===== src/ttmn_pkg.sv =====
// ============================================================================
// ttmn_pkg: shared types and constants for the tree token mutex node
// Holds the item and result records, the event and action codes and the
// configuration register indexes.
// ============================================================================
package ttmn_pkg;

  localparam int unsigned IdW      = 4;
  localparam int unsigned StampW   = 16;
  localparam int unsigned CfgIdxW  = 2;
  localparam int unsigned CfgDataW = 4;

  typedef enum logic [1:0] {
    REQ_TICK  = 2'd0,
    REQ_CHILD = 2'd1,
    REQ_TOKEN = 2'd2,
    REQ_JOB   = 2'd3
  } req_type_e;

  typedef enum logic [1:0] {
    ACT_NONE    = 2'd0,
    ACT_REQUEST = 2'd1,
    ACT_PASS    = 2'd2,
    ACT_ENTER   = 2'd3
  } action_e;

  typedef enum logic [CfgIdxW-1:0] {
    CFG_NODE_NUMBER     = 2'd0,
    CFG_TOKEN_AT_START  = 2'd1,
    CFG_PARENT_AT_START = 2'd2
  } cfg_reg_e;

  typedef struct packed {
    req_type_e           req_type;
    logic [StampW-1:0]   iteration;
    logic [IdW-1:0]      requester;
    logic [StampW-1:0]   job_stamp;
  } item_t;

  typedef struct packed {
    action_e             action;
    logic [IdW-1:0]      target;
    logic [StampW-1:0]   served_stamp;
    logic                holding;
    logic                jobs_pending;
    logic                overflow;
  } result_t;

  typedef struct packed {
    logic                valid;
    cfg_reg_e            index;
    logic [CfgDataW-1:0] data;
  } cfg_wr_t;

endpackage


===== src/tree_token_mutex_node_unit.sv =====
// ============================================================================
// tree_token_mutex_node_unit: one node of a tree token mutual-exclusion scheme
// Takes ticks, child requests, token arrivals and job loads, and reports
// per event whether a request went up, the token moved on or the node
// entered its critical section.
// ============================================================================
//
//  channel  direction  handshake                 payload
//  -------  ---------  ------------------------  -------------------------------
//  in       sink       in_valid_i / in_stall_o   req_type iteration requester
//                                                job_stamp
//  out      source     out_valid_o / out_stall_i action target served_stamp
//                                                holding jobs_pending overflow
//  cfg      sink       cfg_valid_i / cfg_ready_o cfg_index_i cfg_data_i
//
//  One transaction per cycle sustained while out does not stall; an event
//  waits in the input register and its result shows on out from the result register.
//  A stall on out holds the result register and raises in_stall_o only once
//  the input register is also full; an empty input register still takes one.
//  Reset clears the flags, counts, config and both registers' valid bits;
//  the queues need no clearing pass. cfg_ready_o is always high.
// ============================================================================
module tree_token_mutex_node_unit #(
  parameter int unsigned NODE_COUNT    = 16,
  parameter int unsigned REQUEST_DEPTH = 16,
  parameter int unsigned JOB_DEPTH     = 16
) (
  input  logic                          clk_i,
  input  logic                          rst_ni,
  // event input
  input  logic                          in_valid_i,
  output logic                          in_stall_o,
  input  logic [1:0]                    in_req_type_i,
  input  logic [ttmn_pkg::StampW-1:0]   in_iteration_i,
  input  logic [ttmn_pkg::IdW-1:0]      in_requester_i,
  input  logic [ttmn_pkg::StampW-1:0]   in_job_stamp_i,
  // result output
  output logic                          out_valid_o,
  input  logic                          out_stall_i,
  output logic [1:0]                    out_action_o,
  output logic [ttmn_pkg::IdW-1:0]      out_target_o,
  output logic [ttmn_pkg::StampW-1:0]   out_served_stamp_o,
  output logic                          out_holding_o,
  output logic                          out_jobs_pending_o,
  output logic                          out_overflow_o,
  // configuration writes
  input  logic                          cfg_valid_i,
  output logic                          cfg_ready_o,
  input  logic [ttmn_pkg::CfgIdxW-1:0]  cfg_index_i,
  input  logic [ttmn_pkg::CfgDataW-1:0] cfg_data_i
);

  logic              s1_valid_q;
  ttmn_pkg::item_t   s1_item_q;
  logic              out_valid_q;
  ttmn_pkg::result_t out_res_q;
  ttmn_pkg::result_t core_res;
  ttmn_pkg::cfg_wr_t cfg_wr;
  logic              advance, in_take, step;

  // The result register frees up when empty or when its transaction leaves
  assign advance    = !out_valid_q || !out_stall_i;
  assign step       = s1_valid_q && advance;
  assign in_stall_o = s1_valid_q && !advance;
  assign in_take    = in_valid_i && !in_stall_o;

  assign cfg_ready_o  = 1'b1;
  assign cfg_wr.valid = cfg_valid_i;
  assign cfg_wr.index = ttmn_pkg::cfg_reg_e'(cfg_index_i);
  assign cfg_wr.data  = cfg_data_i;

  // Input register: hold the event until the core consumes it
  always_ff @(posedge clk_i or negedge rst_ni) begin
    if (!rst_ni) begin
      s1_valid_q <= 1'b0;
    end else if (in_take) begin
      s1_valid_q <= 1'b1;
    end else if (step) begin
      s1_valid_q <= 1'b0;
    end
  end

  always_ff @(posedge clk_i) begin
    if (in_take) begin
      s1_item_q.req_type  <= ttmn_pkg::req_type_e'(in_req_type_i);
      s1_item_q.iteration <= in_iteration_i;
      s1_item_q.requester <= in_requester_i;
      s1_item_q.job_stamp <= in_job_stamp_i;
    end
  end

  ttmn_core #(
    .NodeCount    (NODE_COUNT),
    .RequestDepth (REQUEST_DEPTH),
    .JobDepth     (JOB_DEPTH)
  ) u_core (
    .clk_i,
    .rst_ni,
    .cfg_i    (cfg_wr),
    .step_i   (step),
    .item_i   (s1_item_q),
    .result_o (core_res)
  );

  // Result register: advance with the core, drop once taken downstream
  always_ff @(posedge clk_i or negedge rst_ni) begin
    if (!rst_ni) begin
      out_valid_q <= 1'b0;
    end else if (advance) begin
      out_valid_q <= s1_valid_q;
    end
  end

  always_ff @(posedge clk_i) begin
    if (step) begin
      out_res_q <= core_res;
    end
  end

  assign out_valid_o        = out_valid_q;
  assign out_action_o       = out_res_q.action;
  assign out_target_o       = out_res_q.target;
  assign out_served_stamp_o = out_res_q.served_stamp;
  assign out_holding_o      = out_res_q.holding;
  assign out_jobs_pending_o = out_res_q.jobs_pending;
  assign out_overflow_o     = out_res_q.overflow;

  // Entering the critical section keeps the token
  a_enter_holds: assert property (@(posedge clk_i) disable iff (!rst_ni)
    out_valid_o && (out_action_o == ttmn_pkg::ACT_ENTER) |-> out_holding_o)
    else $error("critical section entered without the token");

  // Sending a request or passing the token means no token is held afterward
  a_move_drops: assert property (@(posedge clk_i) disable iff (!rst_ni)
    out_valid_o && ((out_action_o == ttmn_pkg::ACT_PASS) ||
                    (out_action_o == ttmn_pkg::ACT_REQUEST)) |-> !out_holding_o)
    else $error("token still held after request or pass");

  // Input stalls only with both registers occupied
  a_stall_full: assert property (@(posedge clk_i) disable iff (!rst_ni)
    in_stall_o |-> s1_valid_q && out_valid_q)
    else $error("input stalled with a free register");

  // A served stamp appears only on critical section entry
  a_stamp_enter: assert property (@(posedge clk_i) disable iff (!rst_ni)
    out_valid_o && (out_action_o != ttmn_pkg::ACT_ENTER) |-> (out_served_stamp_o == '0))
    else $error("served stamp outside critical section entry");

endmodule


===== src/ttmn_fifo.sv =====
// ============================================================================
// ttmn_fifo: first-word-fall-through queue with a registered head word
// Storage array with one write and one registered read per cycle; a push
// into the slot that becomes the head is forwarded into the head register.
// ============================================================================
module ttmn_fifo #(
  parameter int unsigned Width = 16,
  parameter int unsigned Depth = 16
) (
  input  logic             clk_i,
  input  logic             rst_ni,
  input  logic             push_i,
  input  logic [Width-1:0] push_data_i,
  input  logic             pop_i,
  output logic [Width-1:0] head_o,
  output logic             empty_o,
  output logic             full_o,
  output logic             last_o
);

  localparam int unsigned PtrW = (Depth > 1) ? $clog2(Depth) : 1;
  localparam int unsigned CntW = $clog2(Depth + 1);

  logic [Width-1:0] mem_q [Depth];
  logic [Width-1:0] head_q;
  logic [PtrW-1:0]  rd_ptr_q, rd_ptr_d;
  logic [PtrW-1:0]  wr_ptr_q, wr_ptr_d;
  logic [CntW-1:0]  count_q, count_d;
  logic             bypass;

  function automatic logic [PtrW-1:0] ptr_inc(input logic [PtrW-1:0] p);
    ptr_inc = (p == PtrW'(Depth - 1)) ? '0 : p + 1'b1;
  endfunction

  assign empty_o = (count_q == '0);
  assign full_o  = (count_q == CntW'(Depth));
  assign last_o  = (count_q == CntW'(1));
  assign head_o  = head_q;

  always_comb begin
    rd_ptr_d = pop_i  ? ptr_inc(rd_ptr_q) : rd_ptr_q;
    wr_ptr_d = push_i ? ptr_inc(wr_ptr_q) : wr_ptr_q;
    count_d  = count_q;
    if (push_i && !pop_i) begin
      count_d = count_q + 1'b1;
    end else if (pop_i && !push_i) begin
      count_d = count_q - 1'b1;
    end
    bypass = push_i && (wr_ptr_q == rd_ptr_d);
  end

  always_ff @(posedge clk_i or negedge rst_ni) begin
    if (!rst_ni) begin
      rd_ptr_q <= '0;
      wr_ptr_q <= '0;
      count_q  <= '0;
    end else begin
      rd_ptr_q <= rd_ptr_d;
      wr_ptr_q <= wr_ptr_d;
      count_q  <= count_d;
    end
  end

  always_ff @(posedge clk_i) begin
    if (push_i) begin
      mem_q[wr_ptr_q] <= push_data_i;
    end
  end

  always_ff @(posedge clk_i) begin
    if (push_i || pop_i) begin
      head_q <= bypass ? push_data_i : mem_q[rd_ptr_d];
    end
  end

endmodule


===== src/ttmn_core.sv =====
// ============================================================================
// ttmn_core: token, parent and request state of one tree mutex node
// Applies one event per cycle while step_i is high to the node state and
// the two queues and forms the result of that event.
// ============================================================================
module ttmn_core #(
  parameter int unsigned NodeCount    = 16,
  parameter int unsigned RequestDepth = 16,
  parameter int unsigned JobDepth     = 16
) (
  input  logic              clk_i,
  input  logic              rst_ni,
  input  ttmn_pkg::cfg_wr_t cfg_i,
  input  logic              step_i,
  input  ttmn_pkg::item_t   item_i,
  output ttmn_pkg::result_t result_o
);

  logic [ttmn_pkg::IdW-1:0]    node_q;
  logic                        token_q, token_d;
  logic [ttmn_pkg::IdW-1:0]    parent_q, parent_d;
  logic                        own_q, own_d;
  logic                        passed_q, passed_d;

  logic                        req_push, req_pop, req_empty, req_full, req_last;
  logic [ttmn_pkg::IdW-1:0]    req_wdata, req_head;
  logic                        job_push, job_pop, job_empty, job_full, job_last;
  logic [ttmn_pkg::StampW-1:0] job_head;

  logic                        own_push, have_req, fifo_cancel;
  logic [ttmn_pkg::IdW-1:0]    next_id;

  ttmn_fifo #(.Width(ttmn_pkg::IdW), .Depth(RequestDepth)) u_req_fifo (
    .clk_i,
    .rst_ni,
    .push_i      (req_push && !fifo_cancel),
    .push_data_i (req_wdata),
    .pop_i       (req_pop && !fifo_cancel),
    .head_o      (req_head),
    .empty_o     (req_empty),
    .full_o      (req_full),
    .last_o      (req_last)
  );

  ttmn_fifo #(.Width(ttmn_pkg::StampW), .Depth(JobDepth)) u_job_fifo (
    .clk_i,
    .rst_ni,
    .push_i      (job_push),
    .push_data_i (item_i.job_stamp),
    .pop_i       (job_pop),
    .head_o      (job_head),
    .empty_o     (job_empty),
    .full_o      (job_full),
    .last_o      (job_last)
  );

  always_comb begin
    token_d     = token_q;
    parent_d    = parent_q;
    own_d       = own_q;
    passed_d    = passed_q;
    req_push    = 1'b0;
    req_pop     = 1'b0;
    req_wdata   = item_i.requester;
    job_push    = 1'b0;
    job_pop     = 1'b0;
    own_push    = 1'b0;
    have_req    = 1'b0;
    next_id     = '0;
    result_o    = '0;

    if (step_i) begin
      case (item_i.req_type)
        ttmn_pkg::REQ_TICK: begin
          // Queue own id once the oldest job is due
          if (!own_q && !job_empty && (job_head <= item_i.iteration)) begin
            if (req_full) begin
              result_o.overflow = 1'b1;
            end else begin
              own_push  = 1'b1;
              req_push  = 1'b1;
              req_wdata = node_q;
              own_d     = 1'b1;
            end
          end
          have_req = !req_empty || own_push;
          next_id  = req_empty ? node_q : req_head;
          if (token_q) begin
            if (have_req) begin
              req_pop = 1'b1;
              if (next_id == node_q) begin
                result_o.action = ttmn_pkg::ACT_ENTER;
                if (!job_empty) begin
                  job_pop                = 1'b1;
                  result_o.served_stamp  = job_head;
                end
                own_d = 1'b0;
              end else begin
                result_o.action = ttmn_pkg::ACT_PASS;
                result_o.target = next_id;
                token_d         = 1'b0;
                parent_d        = next_id;
                passed_d        = 1'b0;
              end
            end
          end else if (!passed_q && have_req) begin
            result_o.action = ttmn_pkg::ACT_REQUEST;
            result_o.target = parent_q;
            passed_d        = 1'b1;
          end
        end
        ttmn_pkg::REQ_CHILD: begin
          if (32'(item_i.requester) < NodeCount) begin
            if (req_full) begin
              result_o.overflow = 1'b1;
            end else begin
              req_push = 1'b1;
            end
          end
        end
        ttmn_pkg::REQ_TOKEN: begin
          token_d = 1'b1;
        end
        default: begin
          if (job_full) begin
            result_o.overflow = 1'b1;
          end else begin
            job_push = 1'b1;
          end
        end
      endcase
    end

    result_o.holding      = token_d;
    result_o.jobs_pending = (!job_empty && !(job_last && job_pop)) || job_push;
  end

  // Own id pushed into an empty queue and popped at once: leave the queue alone
  assign fifo_cancel = req_empty && req_push && req_pop;

  always_ff @(posedge clk_i or negedge rst_ni) begin
    if (!rst_ni) begin
      node_q   <= '0;
      token_q  <= 1'b0;
      parent_q <= '0;
      own_q    <= 1'b0;
      passed_q <= 1'b0;
    end else if (cfg_i.valid) begin
      case (cfg_i.index)
        ttmn_pkg::CFG_NODE_NUMBER:     node_q   <= cfg_i.data;
        ttmn_pkg::CFG_TOKEN_AT_START:  token_q  <= cfg_i.data[0];
        ttmn_pkg::CFG_PARENT_AT_START: parent_q <= cfg_i.data;
        default: ;
      endcase
    end else if (step_i) begin
      token_q  <= token_d;
      parent_q <= parent_d;
      own_q    <= own_d;
      passed_q <= passed_d;
    end
  end

endmodule

===== config.mk =====
export PLATFORM = sky130hd
export DESIGN_NAME = tree_token_mutex_node_unit
export DESIGN_NICKNAME = d
export VERILOG_FILES = /design/src/ttmn_pkg.sv /design/src/tree_token_mutex_node_unit.sv /design/src/ttmn_fifo.sv /design/src/ttmn_core.sv
export SDC_FILE = /design/constraint.sdc
export NUM_CORES = 1
export LEC_CHECK = 0
export ABC_AREA = 1
export BUFFER_PORTS_ARGS = -buffer_cell sky130_fd_sc_hd__buf_2
export CORE_UTILIZATION = 50
export DETAILED_ROUTE_END_ITERATION = 8
export MAX_ROUTING_LAYER = met4
export PLACE_DENSITY = 0.74
export SKIP_CTS_REPAIR_TIMING = 1
export SLEW_MARGIN = 20
export SYNTH_ARGS = -nofsm -noshare
export SYNTH_HDL_FRONTEND = slang
export SYNTH_SLANG_ARGS = --single-unit

===== constraint.sdc =====
create_clock -name clk_i -period 3.75 [get_ports clk_i]
set_input_delay 0.5625 -clock clk_i [delete_from_list [all_inputs] [get_ports clk_i]]
set_output_delay 0.5625 -clock clk_i [all_outputs]
set_load 0.03 [all_outputs]

==> results.txt <==
----------------------------------------------------
[Synth]
  Dominant synthesized flop cell ... edfxtp_1
  Part of the Yosys area used for sequential elements ... approximately 65%
  Syn nets ... 2085
  Number of storage elements in the synthesis netlist ... 442
  Post-synthesis cell count ... 2000
  Total number of yosys warnings ... 0
  Mean instance size in the synthesized netlist ... 10.1 um2
  Cell area after synthesis ... 0.0202 mm2
  Post-synth cell types ... 42
  Proportion of synthesized flip-flops having asynchronous set or reset ... under 10%
  Post-synth EDFFs ... about 400

[Detailed routing]
  Count of nets left with antenna violations after detail routing ... 0
  DRC violation count after routing ... 0
  Drt first-iter violations ... 1525
  Post-detailed-route via-to-cell ratio ... 5.35
  Total wirelength of the detailed-routed design ... 47500 um
  TritonRoute pass-1 iters ... 5
  Mean routed wirelength per cell ... 17.8 um
  Total vias in the final route ... 14300

[Worst setup path]
  Sort of element at the start of the critical path ... flip-flop
  Endpoint required time on the critical path ... 4.08 ns
  Cell type with the highest occurrence count on the critical path ... nand2_1
  Longest individual stage delay on the worst path ... 0.48 ns
  Sort of element at the end of the critical path ... flip-flop
  WS Path Type ... flip-flop to flip-flop
  Cells traversed along the worst timing path ... ha_1, a21oi_1, o21ai_0, a21oi_1, nand2_1, nand2_1, nand2_1, nand2_2, nand2_2, nor2_4, nand2_4, o21bai_1, o21ai_1, inv_1, nand2_1, a21oi_1, nand2_1, nand2_1, nand2_1
  Master of the slowest instance on the critical path ... edfxtp_1
  Crit Path Max Fanout ... 9
  CP arrival ... around 3.8 ns

[Timing]
  RSZ-0062 raised after global routing ... true
  Clock skew ... about 0.034 ns
  Transition time at the pin with the least slew margin ... roughly 0.93 ns
  Post-route clock period utilization ... 92.6%
  Number of failing setup endpoints in the final timing report ... 0
  Total negative slack for setup checks ... 0 ns
  Hold Worst Slack ... 0.124 ns
  Max Clock Freq ... 0.288 GHz
  Slew Limit Headroom ... between 30% and 40%
  Final count of pins violating max slew ... 0
  Minimum period implied by the final worst setup slack ... 3.47 ns
  Number of hold-slack violations in the final timing report ... 0

[Placed design]
  DP HPWL ... roughly 30000 um
  Final weighted congestion of routability-driven global placement ... 0.894
  # port buffers ... 75

[Floorplan]
  Area of the die ... 0.0411 mm2
  Core Box Area ... about 0.040 mm2
  Horiz. Die Dim ... 203 um
  Number of standard-cell rows in the floorplan ... 73
  Vert. Die Dim ... 203 um
  I/O Pins ... just under 80
  Initial core utilization ... 50.7%

[Final layout]
  Layout-stage area growth over the synthesis result ... 14.1%
  Final core utilization ... approximately 58%
  Antenna diode count ... 0
  Layout cell share with drive strength beyond 1 ... 11.3%
  Net total in the final layout ... 2200

[Clock tree]
  Clk_lat worst skew ... 0.59 ns
  Number of buffers on the longest clock path ... 3
  Clk sinks ... 442
  Library cell used as clock root buffer ... clkbuf_16
  TritonCTS clock tree ... done
  Number of H-tree levels ... 2
  Total clock buffers created by CTS ... 45
  Post-CTS clock slew at the launch and capture registers of the worst setup and hold paths ... 0.06 ns

[Pwr]
  PD cells ... slightly above 600 mW/mm2
  Maximum vdd ir drop ... 354 uV
  Static leakage power ... roughly 0.010 uW

[Global routing]
  Overflow left after global routing ... 0
  Total global routing track utilization ... 24.2%
  Number of antenna violations at the first check in global routing ... 0
  Number of global-route vias before repair ... 14300
  Global-route wire length before repair ... approximately 75000 um
  Maximum number of pins on one net before global-route repair ... 69

[Job]
  Max_cap viols ... 0

[Status]
  Outcome ... completed

[Min path]
  Hold/Removal Path Class ... input pin to async pin

----------------------------------------------------
## cell usage in the layout (no fill, tap or decap), types with 2 or more instances in the layout
cell type / n
a21oi_1: 18
a31oi_1: 2
buf_12: 7
buf_2: 75
buf_4: 52
bufinv_16: 5
clkbuf_1: 9
clkbuf_16: 45
clkbuf_8: 5
clkinv_1: 12
clkinv_2: 6
dfrtp_1: 39
edfxtp_1: 403
ha_1: 35
inv_1: 420
inv_2: 3
inv_6: 3
nand2_1: 474
nand2_2: 4
nand2_4: 2
nand3_1: 330
nand3_4: 3
nand4_1: 19
nor2_1: 69
nor2_2: 13
nor2_4: 3
nor2_8: 2
nor3_1: 8
nor3_2: 2
nor3b_1: 2
o211ai_1: 3
o21ai_0: 36
o21ai_1: 6
o31ai_1: 3
or2_2: 4
xor2_1: 13
## final timing paths
path                                                        startpoint                                         to  slack, ns  cells after the start
worst max-delay path            u_core.u_job_fifo.head_o[13]$_DFFE_PP_      u_core.u_req_fifo.head_o[2]$_DFFE_PP_       0.28                     19
worst min register to register          u_core.parent_q[1]$_DFFE_PN0P_             u_core.parent_q[1]$_DFFE_PN0P_       0.49                      2
max in group asynchronous                                       rst_ni  u_core.u_req_fifo.wr_ptr_q[2]$_DFFE_PN0P_       3.04                      1
worst max register to register  u_core.u_job_fifo.head_o[13]$_DFFE_PP_      u_core.u_req_fifo.head_o[2]$_DFFE_PP_       0.28                     19
min in group clk_i                                   in_job_stamp_i[3]                     s1_item_q[3]$_DFFE_PP_       0.15                      1
worst min-delay path                                            rst_ni               u_core.node_q[0]$_DFFE_PN0P_       0.12                      1
## synthesized netlist by cell type (4+ instances only)
cell      instances  area (um2)
nand2_1         477        1790
dfrtp_1          39         976
clkinv_1          4        15.0
o21ai_0          37         185
ha_1             35         438
nor2_1           80         300
nand3_1         330        1650
buf_2            36         180
nand4_1          19         119
xor2_1           13         114
nor3_1            9        45.0
a21oi_1          18        90.1
inv_1           421        1580
clkbuf_1         24        90.1
edfxtp_1        403       12100
o21ai_1           6        30.0
or2_2             4        25.0
## layout make-up
class | count | area (um2)
clock inverter | 23 | 260
fill | 3191 | 16700
clock buffer | 59 | 1230
sequential | 442 | 13100
inverter | 428 | 1610
multi-input combinational | 1063 | 5230
tap | 525 | 657
timing repair buffer | 135 | 933
## routing by layer
metal	share of wire (%)	up-vias	track usage, %
met5	0	-	-
met4	3.0	0	8.54
met3	9.2	116	4.41
met2	47	685	38.2
met1	41	6809	31.3
li1	-	6701	-
## logic make-up (layout without fill, tap and decap cells)
group | count (synthesis) | in the layout | synth area share [%]
mux | 1 | 1 | 0.0559
flops | 442 | 442 | 64.9
simple gates | 937 | 937 | 20.5
fa+ha+maj | 36 | 36 | 2.27
xor+xnor | 14 | 14 | 0.702
compound gates | 74 | 74 | 1.99
buf+inv | 495 | 645 | 9.54
other cells | 1 | 1 | 0.0186
## state kept, by name, summed over array words and instances, names as in the netlist, 4 cells and up
name,cells
u_core.u_req_fifo.rd_ptr_q,4
u_core.u_job_fifo.count_q,5
out_served_stamp_o,16
u_core.u_job_fifo.head_o,16
u_core.u_job_fifo.mem_q,256
u_core.u_req_fifo.head_o,4
u_core.u_req_fifo.wr_ptr_q,4
u_core.node_q,4
u_core.u_job_fifo.wr_ptr_q,4
out_target_o,4
u_core.parent_q,4
u_core.u_req_fifo.mem_q,64
s1_item_q,38
u_core.u_req_fifo.count_q,5
u_core.u_job_fifo.rd_ptr_q,4
## per-stage QoR
step / total power [uW] / instance area (um2) / setup slack (ns) / instances
finish: 14300 / 23000 / 0.276 / 2675
global route: 14900 / 23000 / -0.00787 / 2675
CTS: 14300 / 23000 / 0.128 / 2674
detailed placement: 9730 / 21500 / 0.149 / 2592
global placement: 9570 / 21500 / 0.144 / 2592
floorplan: 8590 / 20200 / 0.594 / 2000
## worst max-delay path, delay by kind of cell (launching register included)
kind	cells	cell delay, ns
and+or+nand+nor	11	1.24
buffers and inverters	1	0.17
DFF	1	0.48
adders and majority gates	1	0.33
AOI/OAI and AO/OA	6	1.01
## power by group
group / internal [uW] / switching, uW / total [uW]
sequential: 5790 / 296 / 6090
combinational: 1180 / 2480 / 3660
clock: 2660 / 1870 / 4530
Power figures use the tool's default switching activity.
